## config.mk

```make
export PLATFORM = sky130hd
export DESIGN_NAME = cbor_sign_request_parser
export DESIGN_NICKNAME = d
export VERILOG_FILES = /design/src/rtl/cbsp_pkg.sv /design/src/rtl/cbsp_step.sv /design/src/rtl/cbor_sign_request_parser.sv
export SDC_FILE = /design/constraint.sdc
export NUM_CORES = 1
export LEC_CHECK = 0
export BUFFER_PORTS_ARGS = -buffer_cell sky130_fd_sc_hd__clkbuf_2
export CORE_UTILIZATION = 30
export CTS_CLUSTER_DIAMETER = 100
export DETAILED_ROUTE_END_ITERATION = 7
export PLACE_DENSITY_LB_ADDON = 0.3
export SETUP_SLACK_MARGIN = 0.05
export SYNTH_ARGS = -nofsm -noshare
export SYNTH_HDL_FRONTEND = slang
export SYNTH_SLANG_ARGS = --single-unit
```

## constraint.sdc

```tcl
create_clock -name i_clk -period 5.1 [get_ports i_clk]
set_input_delay 1.02 -clock i_clk [delete_from_list [all_inputs] [get_ports i_clk]]
set_output_delay 1.02 -clock i_clk [all_outputs]
set_load 0.1 [all_outputs]
```

## src/rtl/cbsp_pkg.sv

```systemverilog
// Package for the sign request parser: payload types, parse state, codes and constants.
package cbsp_pkg;

    typedef struct packed {
        logic [7:0] data_byte;
        logic       msg_end;
    } t_in_item;

    typedef struct packed {
        logic [3:0]  item_index;
        logic [2:0]  byte_role;
        logic [15:0] decoded_value;
        logic        value_valid;
        logic [1:0]  status;
        logic        msg_done;
    } t_out_item;

    typedef enum logic [2:0] {
        PH_ARRAY   = 3'd0,
        PH_HEAD    = 3'd1,
        PH_LEN1    = 3'd2,
        PH_LENHI   = 3'd3,
        PH_LENLO   = 3'd4,
        PH_PAYLOAD = 3'd5,
        PH_TRAIL   = 3'd6,
        PH_ERR     = 3'd7
    } t_phase;

    typedef struct packed {
        t_phase      parse_phase;
        logic [3:0]  item_number;
        logic [15:0] length_accum;
        logic [15:0] payload_left;
        logic        rejected;
    } t_parse_state;

    localparam logic [2:0] ROLE_ARRAY   = 3'd0;
    localparam logic [2:0] ROLE_HEAD    = 3'd1;
    localparam logic [2:0] ROLE_LENGTH  = 3'd2;
    localparam logic [2:0] ROLE_PAYLOAD = 3'd3;
    localparam logic [2:0] ROLE_TRAIL   = 3'd4;
    localparam logic [2:0] ROLE_ERROR   = 3'd5;

    localparam logic [1:0] ST_PARSING  = 2'd0;
    localparam logic [1:0] ST_ACCEPTED = 2'd1;
    localparam logic [1:0] ST_REJECTED = 2'd2;

    localparam logic [2:0] MAJOR_UINT  = 3'd0;
    localparam logic [2:0] MAJOR_BYTES = 3'd2;
    localparam logic [2:0] MAJOR_TEXT  = 3'd3;

    localparam logic [7:0] ARRAY7_HEAD = 8'h87;
    localparam logic [4:0] AI_MASK     = 5'h1F;
    localparam logic [4:0] AI_ONE_BYTE = 5'd24;
    localparam logic [4:0] AI_TWO_BYTE = 5'd25;
    localparam logic [7:0] CBOR_FALSE  = 8'hF4;
    localparam logic [7:0] CBOR_TRUE   = 8'hF5;

    localparam logic [3:0] ITEM_FIRST = 4'd1;
    localparam logic [3:0] ITEM_UINT  = 4'd2;
    localparam logic [3:0] ITEM_TEXT1 = 4'd5;
    localparam logic [3:0] ITEM_BOOL  = 4'd6;
    localparam logic [3:0] ITEM_LAST  = 4'd7;
    localparam logic [3:0] ITEM_AFTER = 4'd8;

    localparam t_parse_state STATE_RESET = '{
        parse_phase:  PH_ARRAY,
        item_number:  4'd0,
        length_accum: 16'd0,
        payload_left: 16'd0,
        rejected:     1'b0
    };

endpackage

```

## src/rtl/cbsp_step.sv

```systemverilog
// Combinational per-byte parse step: next parse state and the result item for one byte.
module cbsp_step (
    input  cbsp_pkg::t_parse_state i_state,
    input  cbsp_pkg::t_in_item     i_in,
    output cbsp_pkg::t_parse_state o_state,
    output cbsp_pkg::t_out_item    o_out
);

    logic [7:0]  b;
    logic [4:0]  ai;
    logic [2:0]  major;
    logic        bad;
    logic        known;
    logic [15:0] known_val;
    logic        finish;
    logic [3:0]  item_inc;
    logic [15:0] left_dec;
    cbsp_pkg::t_parse_state s;

    assign b        = i_in.data_byte;
    assign ai       = b[4:0] & cbsp_pkg::AI_MASK;
    assign item_inc = i_state.item_number + 4'd1;
    assign left_dec = (i_state.payload_left != 16'd0) ? (i_state.payload_left - 16'd1)
                                                       : 16'd0;

    always_comb begin
        if (i_state.item_number == cbsp_pkg::ITEM_UINT) begin
            major = cbsp_pkg::MAJOR_UINT;
        end else if (i_state.item_number == cbsp_pkg::ITEM_TEXT1 ||
                     i_state.item_number == cbsp_pkg::ITEM_LAST) begin
            major = cbsp_pkg::MAJOR_TEXT;
        end else begin
            major = cbsp_pkg::MAJOR_BYTES;
        end
    end

    always_comb begin
        s         = i_state;
        bad       = 1'b0;
        known     = 1'b0;
        known_val = 16'd0;
        finish    = 1'b0;
        o_out     = '0;
        o_out.item_index = i_state.item_number;
        o_out.msg_done   = i_in.msg_end;

        case (i_state.parse_phase)
            cbsp_pkg::PH_ARRAY: begin
                o_out.item_index = 4'd0;
                o_out.byte_role  = cbsp_pkg::ROLE_ARRAY;
                if (b == cbsp_pkg::ARRAY7_HEAD) begin
                    s.item_number = cbsp_pkg::ITEM_FIRST;
                    s.parse_phase = cbsp_pkg::PH_HEAD;
                end else begin
                    bad = 1'b1;
                end
            end
            cbsp_pkg::PH_HEAD: begin
                o_out.byte_role = cbsp_pkg::ROLE_HEAD;
                if (i_state.item_number < cbsp_pkg::ITEM_FIRST ||
                    i_state.item_number > cbsp_pkg::ITEM_LAST) begin
                    bad = 1'b1;
                end else if (i_state.item_number == cbsp_pkg::ITEM_BOOL) begin
                    if (b == cbsp_pkg::CBOR_FALSE || b == cbsp_pkg::CBOR_TRUE) begin
                        o_out.decoded_value = {15'd0, b == cbsp_pkg::CBOR_TRUE};
                        o_out.value_valid   = 1'b1;
                        finish              = 1'b1;
                    end else begin
                        bad = 1'b1;
                    end
                end else if (b[7:5] != major) begin
                    bad = 1'b1;
                end else if (ai < cbsp_pkg::AI_ONE_BYTE) begin
                    known     = 1'b1;
                    known_val = {11'd0, ai};
                end else if (ai == cbsp_pkg::AI_ONE_BYTE) begin
                    s.parse_phase = cbsp_pkg::PH_LEN1;
                end else if (ai == cbsp_pkg::AI_TWO_BYTE) begin
                    s.parse_phase = cbsp_pkg::PH_LENHI;
                end else begin
                    bad = 1'b1;
                end
            end
            cbsp_pkg::PH_LEN1: begin
                o_out.byte_role = cbsp_pkg::ROLE_LENGTH;
                known           = 1'b1;
                known_val       = {8'd0, b};
            end
            cbsp_pkg::PH_LENHI: begin
                o_out.byte_role = cbsp_pkg::ROLE_LENGTH;
                s.length_accum  = {b, 8'd0};
                s.parse_phase   = cbsp_pkg::PH_LENLO;
            end
            cbsp_pkg::PH_LENLO: begin
                o_out.byte_role = cbsp_pkg::ROLE_LENGTH;
                known           = 1'b1;
                known_val       = i_state.length_accum | {8'd0, b};
            end
            cbsp_pkg::PH_PAYLOAD: begin
                o_out.byte_role = cbsp_pkg::ROLE_PAYLOAD;
                s.payload_left  = left_dec;
                finish          = (left_dec == 16'd0);
            end
            cbsp_pkg::PH_TRAIL: begin
                o_out.item_index = cbsp_pkg::ITEM_AFTER;
                o_out.byte_role  = cbsp_pkg::ROLE_TRAIL;
            end
            default: begin
                o_out.byte_role = cbsp_pkg::ROLE_ERROR;
                o_out.status    = cbsp_pkg::ST_REJECTED;
            end
        endcase

        // A completed head value either closes the item (the uint, or an empty string)
        // or opens the string payload.
        if (known) begin
            o_out.decoded_value = known_val;
            o_out.value_valid   = 1'b1;
            if (i_state.item_number == cbsp_pkg::ITEM_UINT || known_val == 16'd0) begin
                finish = 1'b1;
            end else begin
                s.payload_left = known_val;
                s.parse_phase  = cbsp_pkg::PH_PAYLOAD;
            end
        end

        if (finish) begin
            s.item_number = item_inc;
            s.parse_phase = (item_inc >= cbsp_pkg::ITEM_AFTER) ? cbsp_pkg::PH_TRAIL
                                                                : cbsp_pkg::PH_HEAD;
        end

        if (bad) begin
            s.parse_phase = cbsp_pkg::PH_ERR;
            s.rejected    = 1'b1;
            o_out.status  = cbsp_pkg::ST_REJECTED;
        end

        if (i_in.msg_end) begin
            o_out.status = (s.parse_phase == cbsp_pkg::PH_TRAIL && !s.rejected)
                           ? cbsp_pkg::ST_ACCEPTED : cbsp_pkg::ST_REJECTED;
            s = cbsp_pkg::STATE_RESET;
        end

        o_state = s;
    end

endmodule

```

## src/rtl/cbor_sign_request_parser.sv

```systemverilog
// Top level of the sign request parser: input register, parse state and result register.
//
// The block checks a message of the fixed shape array(7) = [bytes, uint, bytes, bytes,
// text, bool, text] as it streams in, one byte per input item, the last byte of a
// message flagged by msg_end. For every input item it delivers exactly one result item:
// the item number the byte belongs to, its role, any uint, bool or length completed on
// it, a status and a copy of the end flag.
//
// Both channels use valid and ready. An accepted byte lands in an input register; the
// parse step reads it there together with the parse state, updates the state and loads
// the result register once that register is free. One byte can be accepted in every
// cycle while the receiver keeps taking results: the only loop is the per-byte parse
// state update, a single short step.
//
// When the receiver stalls, the result register holds its item and the input register
// holds the next byte; once both are full, ready drops until the receiver takes a
// result. No item is lost or repeated.
//
// Reset empties both registers and returns the parser to expect an array head. After
// each byte that carries msg_end the parser returns to that same state on its own.
module cbor_sign_request_parser (
    input  logic                i_clk,
    input  logic                i_rst_n,
    input  logic                i_in_valid,
    output logic                o_in_ready,
    input  cbsp_pkg::t_in_item  i_in_data,
    output logic                o_out_valid,
    input  logic                i_out_ready,
    output cbsp_pkg::t_out_item o_out_data
);

    logic                   r_in_valid;
    cbsp_pkg::t_in_item     r_in_data;
    logic                   r_out_valid;
    cbsp_pkg::t_out_item    r_out_data;
    cbsp_pkg::t_parse_state r_state;
    cbsp_pkg::t_parse_state n_state;
    cbsp_pkg::t_out_item    n_out_data;

    logic out_free;
    logic advance;

    // The result register can take a new item when it is empty or being emptied.
    assign out_free   = !r_out_valid || i_out_ready;
    assign advance    = r_in_valid && out_free;
    assign o_in_ready = !r_in_valid || advance;

    cbsp_step u_step (
        .i_state (r_state),
        .i_in    (r_in_data),
        .o_state (n_state),
        .o_out   (n_out_data)
    );

    always_ff @(posedge i_clk) begin
        if (!i_rst_n) begin
            r_in_valid  <= 1'b0;
            r_out_valid <= 1'b0;
            r_state     <= cbsp_pkg::STATE_RESET;
        end else begin
            if (o_in_ready) begin
                r_in_valid <= i_in_valid;
            end
            if (out_free) begin
                r_out_valid <= r_in_valid;
            end
            // The parse state moves only when a byte is actually consumed.
            if (advance) begin
                r_state <= n_state;
            end
        end
    end

    always_ff @(posedge i_clk) begin
        if (o_in_ready && i_in_valid) begin
            r_in_data <= i_in_data;
        end
        if (advance) begin
            r_out_data <= n_out_data;
        end
    end

    assign o_out_valid = r_out_valid;
    assign o_out_data  = r_out_data;

endmodule
```

==> metrics, run 1 <==
status completed; Via density 5.39; Worst Hold Depth 2; critical path arrival 3.66 ns; post-synthesis sequential area ratio 0.436; Hold Crit Start r_state[0]; kind of critical path flip-flop to flip-flop; Max IR drop VDD 142 µV; Die Ht 118 µm; Filler cells 1348; Final Cycle Share 0.681; Hold Path Class flip-flop to flip-flop; cell taking the most area after synthesis edfxtp_1; hold_buf cts 0; count of different cell masters after synthesis 65; R2R Path Start r_state[39]; most frequent cells in the layout clkbuf_2 (41), nand2_1 (36), edfxtp_1 (36); asr flop ratio synth 0; first drt pass iteration count 6; Final Skew 0.00807 ns; post-CTS setup buffers 0; WL final 10.7 mm; max-slew violations 0; TritonCTS buffer count 9; drt drc 0; synth-to-layout area growth 16.2%; top post-synthesis cells by area edfxtp_1 (27%), dfxtp_1 (17%), nor2b_1 (4.2%); Worst-Skew Late Latency 0.33 ns; Fin Setup TNS 0 ns; max-cap viol count 0; hold endpoint r_state[0]; Final Hold Viols 0; WL/cell 16.6 µm; CTS tree built; H-tree Lvls 3; Top FF cell, synth edfxtp_1; Final Net Count 478; routability cong. 0.882; Iter 0 DRT Violations 173; Ports 42; clock root cell clkbuf_16; # diodes 0; power per cell area 341 nW/µm²; worst r2r dst o_out_data[1]; Crit. End Element flip-flop; Crit path largest cell delay 0.88 ns; Max clock buf depth 2; vias in the first global route 3232; Final WS setup 1.63 ns; Clk pin slew, worst setup/hold paths 0.05 ns; via count 3452; Final HPWL DP 7.58 mm; Synth Register Bits 70; most common cell after layout, fill and taps aside clkbuf_2; CP max FO 24; synthesized area 4040 µm²; Die Area 13900 µm²; Routed Antenna Nets 0; Avg Inst Size Synth 9.29 µm²; row cnt 42; Core ar. 13200 µm²; Crit-path slowest cell dfxtp_1; Num Clock Sinks 70; post-cts resize count 0; Die X-Extent 118 µm; RSZ-0062 raised after global routing false; Total GRT Usage 0.158; final setup fails 0; number of buffers added on ports 41; share of layout cells above drive strength 1 0.163; worst-margin pin slew 0.859 ns; Critical Path RT 5.29 ns; crit path buf inv count 1; first-pass GRT wire length 17.5 mm; initial antenna violation count 0; r2r worst-path depth 7; Yosys top cell area share 0.268; EDFF count, synth 36; Leak Pwr 1.75 nW; Worst R2R Setup Slack 1.63 ns; Slew HR 0.426; GR Overflow Total 0; CP Launch Type flip-flop; critical path cell sequence inv_1, nor2_1, o21ai_0, a2111oi_4, nor2_2, or2_1, a21oi_1; synth warn 0; f_max 288 MHz; pre-CTS setup slack 1.71 ns; synthesized instance count 435; Post-Syn Nets 453; Period minus WS final 3.47 ns; Worst path top cell family by delay simple AND/OR/NAND/NOR gates; Initial Utilization 0.306; largest net degree at the start of global routing 29
==> sequential cells by signal (all words and copies together), names as in the netlist <==
register     cells
r_state         32
o_out_data      27
o_out_valid      1
r_in_data        9
r_in_valid       1
==> cells by family (layout without fill, tap and decap cells) <==
| family | Yosys count | after routing | share of synthesized area |
|---|---|---|---|
| compound gates | 114 | 114 | 0.209 |
| fa+ha+maj | 5 | 5 | 0.0155 |
| mux | 7 | 7 | 0.0173 |
| flops | 70 | 70 | 0.436 |
| simple gates | 199 | 199 | 0.273 |
| buf+inv | 37 | 67 | 0.0424 |
| xor+xnor | 3 | 3 | 0.00650 |
==> cell type report <==
class | instances | area (µm²) | area share
clock inverters | 5 | 105 | 0.0224
inverters | 9 | 33.8 | 0.00720
clock buffers | 11 | 253 | 0.0539
repair buffers | 42 | 213 | 0.0453
multi-input cells | 328 | 2110 | 0.449
well taps | 176 | 220 | 0.0469
flip-flops and latches | 70 | 1760 | 0.375
==> metal layers <==
metal  vias to the layer above  wire length (µm)  track usage
li1                       1671                 -            -
met1                      1627              5110        0.221
met2                       133              4640        0.232
met3                        21               642       0.0334
met4                         0               260       0.0673
met5                         -                 0            0
==> how the worst max path moves through the flow <==
stage	startpoint	endpoint	slack [ns]	cells after the start
floorplan	o_out_valid	r_state[37]	2.26	8
global placement	i_out_ready	r_state[37]	1.77	7
detailed placement	i_out_ready	r_state[37]	1.71	7
CTS	r_state[39]	o_out_data[1]	1.76	7
global route	r_state[39]	o_out_data[1]	1.49	7
finish	r_state[39]	o_out_data[1]	1.63	7
==> per-stage QoR <==
stage	hold WS (ns)	utilization	instance area [µm²]	cells	power, mW
2_1_floorplan	0.424	-	4040	435	0.828
5_1_grt	0.557	0.356	4690	641	1.66
3_3_place_gp	0.472	0.329	4340	625	0.873
3_5_place_dp	0.501	0.329	4340	625	0.875
6_report	0.499	0.356	4690	641	1.60
4_1_cts	0.514	0.356	4690	641	1.61
==> cells in the mapped netlist, types with 4 or more instances <==
library cell,instances
nor2_1,30
nand2b_1,11
ha_1,5
or3_1,5
nor3_1,17
o21a_1,4
nand2_1,36
a22o_1,4
clkbuf_1,17
a22oi_1,15
a21oi_1,22
o21ai_0,20
mux2i_1,7
edfxtp_1,36
nand3_1,7
nor4_1,7
and3_1,15
nand3b_1,4
or4_1,4
dfxtp_1,34
buf_2,5
inv_1,9
or2_2,8
a32oi_1,5
and2_1,14
nor2b_1,27
==> report_power, final <==
| part | internal [mW] | switching (mW) |
|---|---|---|
| clock network | 0.504 | 0.232 |
| logic | 0.0630 | 0.164 |
| registers | 0.612 | 0.0266 |
| total | 1.18 | 0.422 |
==> worst register-to-register path, delay by kind of cell, from the launching register on <==
kind	cells	cell delay [ns]
simple gates	3	1.06
compound gates	3	1.06
flops	1	0.88
buf+inv	1	0.33
Power figures use the tool's default switching activity.
==> inputs of run 2 (changes only) <==
==> constraint.sdc (replaced) <==
create_clock -name i_clk -period 3.1 [get_ports i_clk]
set_input_delay 0.62 -clock i_clk [delete_from_list [all_inputs] [get_ports i_clk]]
set_output_delay 0.62 -clock i_clk [all_outputs]
set_load 0.1 [all_outputs]
==> run 2 against run 1 <==
Sequential power up 63%. Core utilization grew 1.1 points. Critical path depth is 3 higher. Non-clock buffer count up 22. Sequential share of layout area is 1.2 points lower. Clock power increased by 54%. Critical path type unchanged. Highest routed layer unchanged.
==> metrics, run 2 (synthesis results as in run 1) <==
first drt pass iteration count 5 (-1); WL/cell 16.0 µm (-3.7%); kind of critical path flip-flop to flip-flop; GR Overflow Total 0 (unchanged); Fin Setup TNS 0 ns (unchanged); non-filler instance count after layout 663 (+3.4%); Critical Path RT 3.29 ns (-2.00 ns); placed instance count 647 (+3.5%); Worst Hold Depth 1 (-1); max-cap viol count 0 (unchanged); initial antenna violation count 0 (unchanged); Filler cells 1307 (-3.0%); drt drc 0 (unchanged); number of buffers added on ports 41 (unchanged); f_max 354 MHz (+23%); Final Util 0.367 (+0.0114); H-tree Lvls 3 (unchanged); Crit. End Element flip-flop; Period minus WS final 2.83 ns (-0.645 ns); first-pass GRT wire length 17.4 mm (-0.31%); Worst R2R Setup Slack 0.27 ns (-1.36 ns); Total GRT Usage 0.159 (+0.00142); Core ar. 13200 µm² (unchanged); Final Hold Viols 0 (unchanged); Final Cycle Share 0.912 (+0.231); Die Area 13900 µm² (unchanged); max reg flops 32 (unchanged); CP Launch Type flip-flop; Final Skew 0.00657 ns (-0.00150 ns); Num Clock Sinks 70 (unchanged); Max clock buf depth 2 (unchanged); row cnt 42 (unchanged); routability cong. 0.880 (-0.23%); Hold Path Class primary input to flip-flop; synth-to-layout area growth 19.9%; clock root cell clkbuf_16; Routed Antenna Nets 0 (unchanged); Die X-Extent 118 µm (unchanged); RSZ-0062 raised after global routing false; vias in the first global route 3353 (+3.7%); Final HPWL DP 7.85 mm (+3.5%); hold_buf cts 0 (unchanged); Final Net Count 500 (+4.6%); worst-margin pin slew 0.764 ns (-0.0953 ns); post-CTS setup buffers 0 (unchanged); TritonCTS buffer count 9 (unchanged); Clk pin slew, worst setup/hold paths 0.06 ns (about the same); Via density 5.26 (-2.4%); Iter 0 DRT Violations 214 (+24%); CTS tree built; r2r worst-path depth 10 (+3); WL final 10.6 mm (-0.40%); critical path arrival 3.01 ns (-0.65 ns); Initial Utilization 0.306 (unchanged); final setup fails 0 (unchanged); Worst-Skew Late Latency 0.33 ns (about the same); share of layout cells above drive strength 1 0.203 (+0.0398); Max IR drop VDD 215 µV (+52%); power per cell area 532 nW/µm² (+56%); Leak Pwr 1.86 nW (+6.1%); post-cts resize count 0 (unchanged); CP max FO 7 (-71%); status completed; max-slew violations 0 (unchanged); Slew HR 0.489 (+0.0624); via count 3486 (+0.98%); largest net degree at the start of global routing 26 (-10%); # diodes 0 (unchanged); Largest Register r_state; most frequent cells in the layout clkbuf_2 (41), nand2_1 (36), edfxtp_1 (36); Die Ht 118 µm (unchanged); Ports 42 (unchanged); most common cell after layout, fill and taps aside clkbuf_2
run 2: changes by cell type in the layout (fill, tap and decap cells not counted), sizes merged:
cell / change
clkinv: +2
bufinv: -1
buf: +22
clkinvlp: -1
run 2: cell type report:
| cell class | instances | area, µm² | area share |
|---|---|---|---|
| tap | 176 | 220 | 0.0455 |
| clock inverter | 5 | 81.3 | 0.0168 |
| timing repair buffer | 64 | 378 | 0.0780 |
| inverter | 9 | 33.8 | 0.00697 |
| sequential | 70 | 1760 | 0.364 |
| multi-input combinational | 328 | 2120 | 0.437 |
| clock buffer | 11 | 253 | 0.0522 |
run 2: stage by stage:
stage	area (µm²)	total power, mW	hold slack [ns]	setup slack [ns]
floorplan	4040	1.36	0.424	0.255
global placement	4500	1.46	0.478	0.259
detailed placement	4500	1.46	0.479	0.173
CTS	4830	2.59	0.453	0.148
global route	4840	2.67	0.452	0.0891
finish	4840	2.57	0.461	0.272
run 2: routing by layer:
layer / vias up / share of wire / track usage
li1: 1712 / - / -
met1: 1653 / 0.47 / 0.219
met2: 105 / 0.45 / 0.242
met3: 16 / 0.054 / 0.0320
met4: 0 / 0.021 / 0.0665
met5: - / 0 / 0
run 2: final timing paths:
kind | end | start
max | o_out_data[1] | r_state[33]
min | r_in_data[4] | i_in_data[4]
max reg2reg | o_out_data[1] | r_state[33]
min reg2reg | r_state[0] | r_state[0]
run 2: worst max-delay path: stages (launching register included):
cell     delay, ns
dfxtp_1       0.40
inv_1         0.12
ha_1          0.23
nor4b_2       0.21
a31oi_1       0.06
or4_4         0.54
o31a_1        0.37
o21ai_4       0.23
nor2_2        0.12
or2_1         0.27
a21oi_1       0.14
run 2: where the power goes:
group	internal (mW)	leakage [nW]	total (mW)	switching (mW)
sequential	1.01	0.627	1.04	0.0298
clock	0.747	0.162	1.13	0.385
combinational	0.121	1.07	0.406	0.285
total	1.88	1.86	2.57	0.699
==> inputs of run 3 (changes only) <==
--- a/config.mk
+++ b/config.mk
@@ -6,7 +6,7 @@
 export NUM_CORES = 1
 export LEC_CHECK = 0
 export BUFFER_PORTS_ARGS = -buffer_cell sky130_fd_sc_hd__clkbuf_2
-export CORE_UTILIZATION = 30
+export CORE_UTILIZATION = 35
 export CTS_CLUSTER_DIAMETER = 100
 export DETAILED_ROUTE_END_ITERATION = 7
 export PLACE_DENSITY_LB_ADDON = 0.3
==> run 3 against run 2 <==
Combinational power hardly changed. Register-to-register slack hardly changed. Via count is 3.0% higher. Core utilization is 6.4 points higher. Non-clock buffer count stayed put. Routed wire length is 0.89% higher. First-iteration DRC count is 86% higher. Power is 6.7% lower. Worst hold slack better by 0.0048 ns. Clock-buffer cell count stayed put. Critical path type unchanged.
==> metrics, run 3 (synthesis results as in run 1) <==
first drt pass iteration count 5 (unchanged); first-pass GRT wire length 17.4 mm (about the same); Die Ht 109 µm (-7.3%); power per cell area 505 nW/µm² (-4.9%); WL/cell 17.1 µm (+6.7%); Final HPWL DP 7.71 mm (-1.8%); critical path cell sequence inv_1, ha_1, nor4b_2, a31oi_1, or4_4, o31a_1, o21ai_4, nor2_2, or2_1, a21oi_1; Final Skew 0.00649 ns (-0.0000779 ns); R2R Path Start r_state[33]; Worst-Skew Late Latency 0.33 ns (about the same); hold_buf cts 0 (unchanged); non-filler instance count after layout 627 (-5.4%); worst r2r dst o_out_data[1]; Die X-Extent 109 µm (-7.3%); CTS tree built; synth-to-layout area growth 17.7%; Fin Setup TNS 0 ns (unchanged); Leak Pwr 1.84 nW (-1.1%); Iter 0 DRT Violations 398 (+86%); design area 4760 µm² (-1.8%); status completed; via count 3592 (+3.0%); max reg flops 32 (unchanged); worst-margin pin slew 0.715 ns (-0.0490 ns); Final Net Count 500 (unchanged); H-tree Lvls 3 (unchanged); Routed Antenna Nets 0 (unchanged); Final WS setup 0.274 ns (+0.00180 ns); r2r worst-path depth 10 (unchanged); Worst R2R Setup Slack 0.27 ns (about the same); Max IR drop VDD 372 µV (+73%); Die Area 12000 µm² (-14%); critical path arrival 3.01 ns (about the same); drt drc 0 (unchanged); Num Clock Sinks 70 (unchanged); Final Util 0.431 (+0.0639); GR Overflow Total 0 (unchanged); placed instance count 611 (-5.6%); initial antenna violation count 0 (unchanged); Worst Hold Depth 1 (unchanged); hold_ws 0.466 ns (+0.00479 ns); Final Cycle Share 0.912 (about the same); Crit. End Element flip-flop; most frequent cells in the layout clkbuf_2 (41), nand2_1 (36), edfxtp_1 (36); CP max FO 7 (unchanged); Hold Crit Start i_in_data[1]; Total GRT Usage 0.189 (+0.0302); RSZ-0062 raised after global routing false; Crit-path slowest cell or4_4; # diodes 0 (unchanged); Initial Utilization 0.366 (+0.0600); post-cts resize count 0 (unchanged); Critical Path RT 3.28 ns (about the same); Final Hold Viols 0 (unchanged); total power 2.40 mW (-6.7%); most common cell after layout, fill and taps aside clkbuf_2; Crit path largest cell delay 0.54 ns (about the same); Slew HR 0.522 (+0.0328); Period minus WS final 2.83 ns (-0.00180 ns); Clk pin slew, worst setup/hold paths 0.06 ns (about the same); pre-CTS setup slack 0.158 ns (-0.0152 ns); WL final 10.7 mm (+0.89%); final setup fails 0 (unchanged); Ports 42 (unchanged); number of buffers added on ports 41 (unchanged); Hold Path Class primary input to flip-flop; largest net degree at the start of global routing 33 (+27%); row cnt 38 (-9.5%); routability cong. 0.879 (-0.18%); post-CTS setup buffers 0 (unchanged); Via density 5.73 (+9.0%); Core ar. 11000 µm² (-16%); TritonCTS buffer count 9 (unchanged); Placed Area 4460 µm² (-1.0%); hold endpoint r_in_data[1]; vias in the first global route 3390 (+1.1%); max-slew violations 0 (unchanged); CP Launch Type flip-flop; f_max 354 MHz (about the same); Max clock buf depth 2 (unchanged); max-cap viol count 0 (unchanged); Largest Register r_state; kind of critical path flip-flop to flip-flop; clock root cell clkbuf_16; share of layout cells above drive strength 1 0.205 (+0.00205)
[run 3: cell count changes in the layout (fill, tap and decap cells not counted), sizes merged]
cell	change
bufinv	-2
clkinv	+1
clkinvlp	+1
[run 3: final cells by class]
class | count | area, µm²
clock buffers | 11 | 253
repair buffers | 64 | 378
fillers | 1079 | 6270
clock inverters | 5 | 33.8
multi-input cells | 328 | 2120
flip-flops and latches | 70 | 1760
well taps | 140 | 175
inverters | 9 | 33.8
[run 3: where the power goes]
part           total (mW)  switching (mW)  internal (mW)
Combinational       0.405           0.287          0.118
Clock               0.960           0.377          0.583
Sequential           1.04          0.0307           1.01
[run 3: how the worst max path moves through the flow]
stage	start	end	cells after the start
3_5_place_dp	r_state[33]	r_state[7]	11
4_1_cts	r_state[33]	r_state[7]	11
3_3_place_gp	r_state[33]	o_out_data[1]	10
5_1_grt	r_state[3]	o_out_data[1]	9
6_report	r_state[33]	o_out_data[1]	10
2_1_floorplan	o_out_valid	r_state[37]	8
[run 3: critical path, delay by kind of cell (launching register included)]
family | cells | cell delay [ns]
AOI/OAI and AO/OA | 4 | 0.79
adders and majority gates | 1 | 0.23
buffers and inverters | 1 | 0.11
DFF | 1 | 0.40
and+or+nand+nor | 4 | 1.13
[run 3: per-layer routing]
layer | routed length (µm) | share of wire | vias to the layer above | track usage
met2 | 4790 | 0.45 | 181 | 0.296
met1 | 4830 | 0.45 | 1688 | 0.265
met3 | 956 | 0.089 | 17 | 0.0433
li1 | - | - | 1706 | -
met5 | 0 | 0 | - | 0
met4 | 125 | 0.012 | 0 | 0.0457
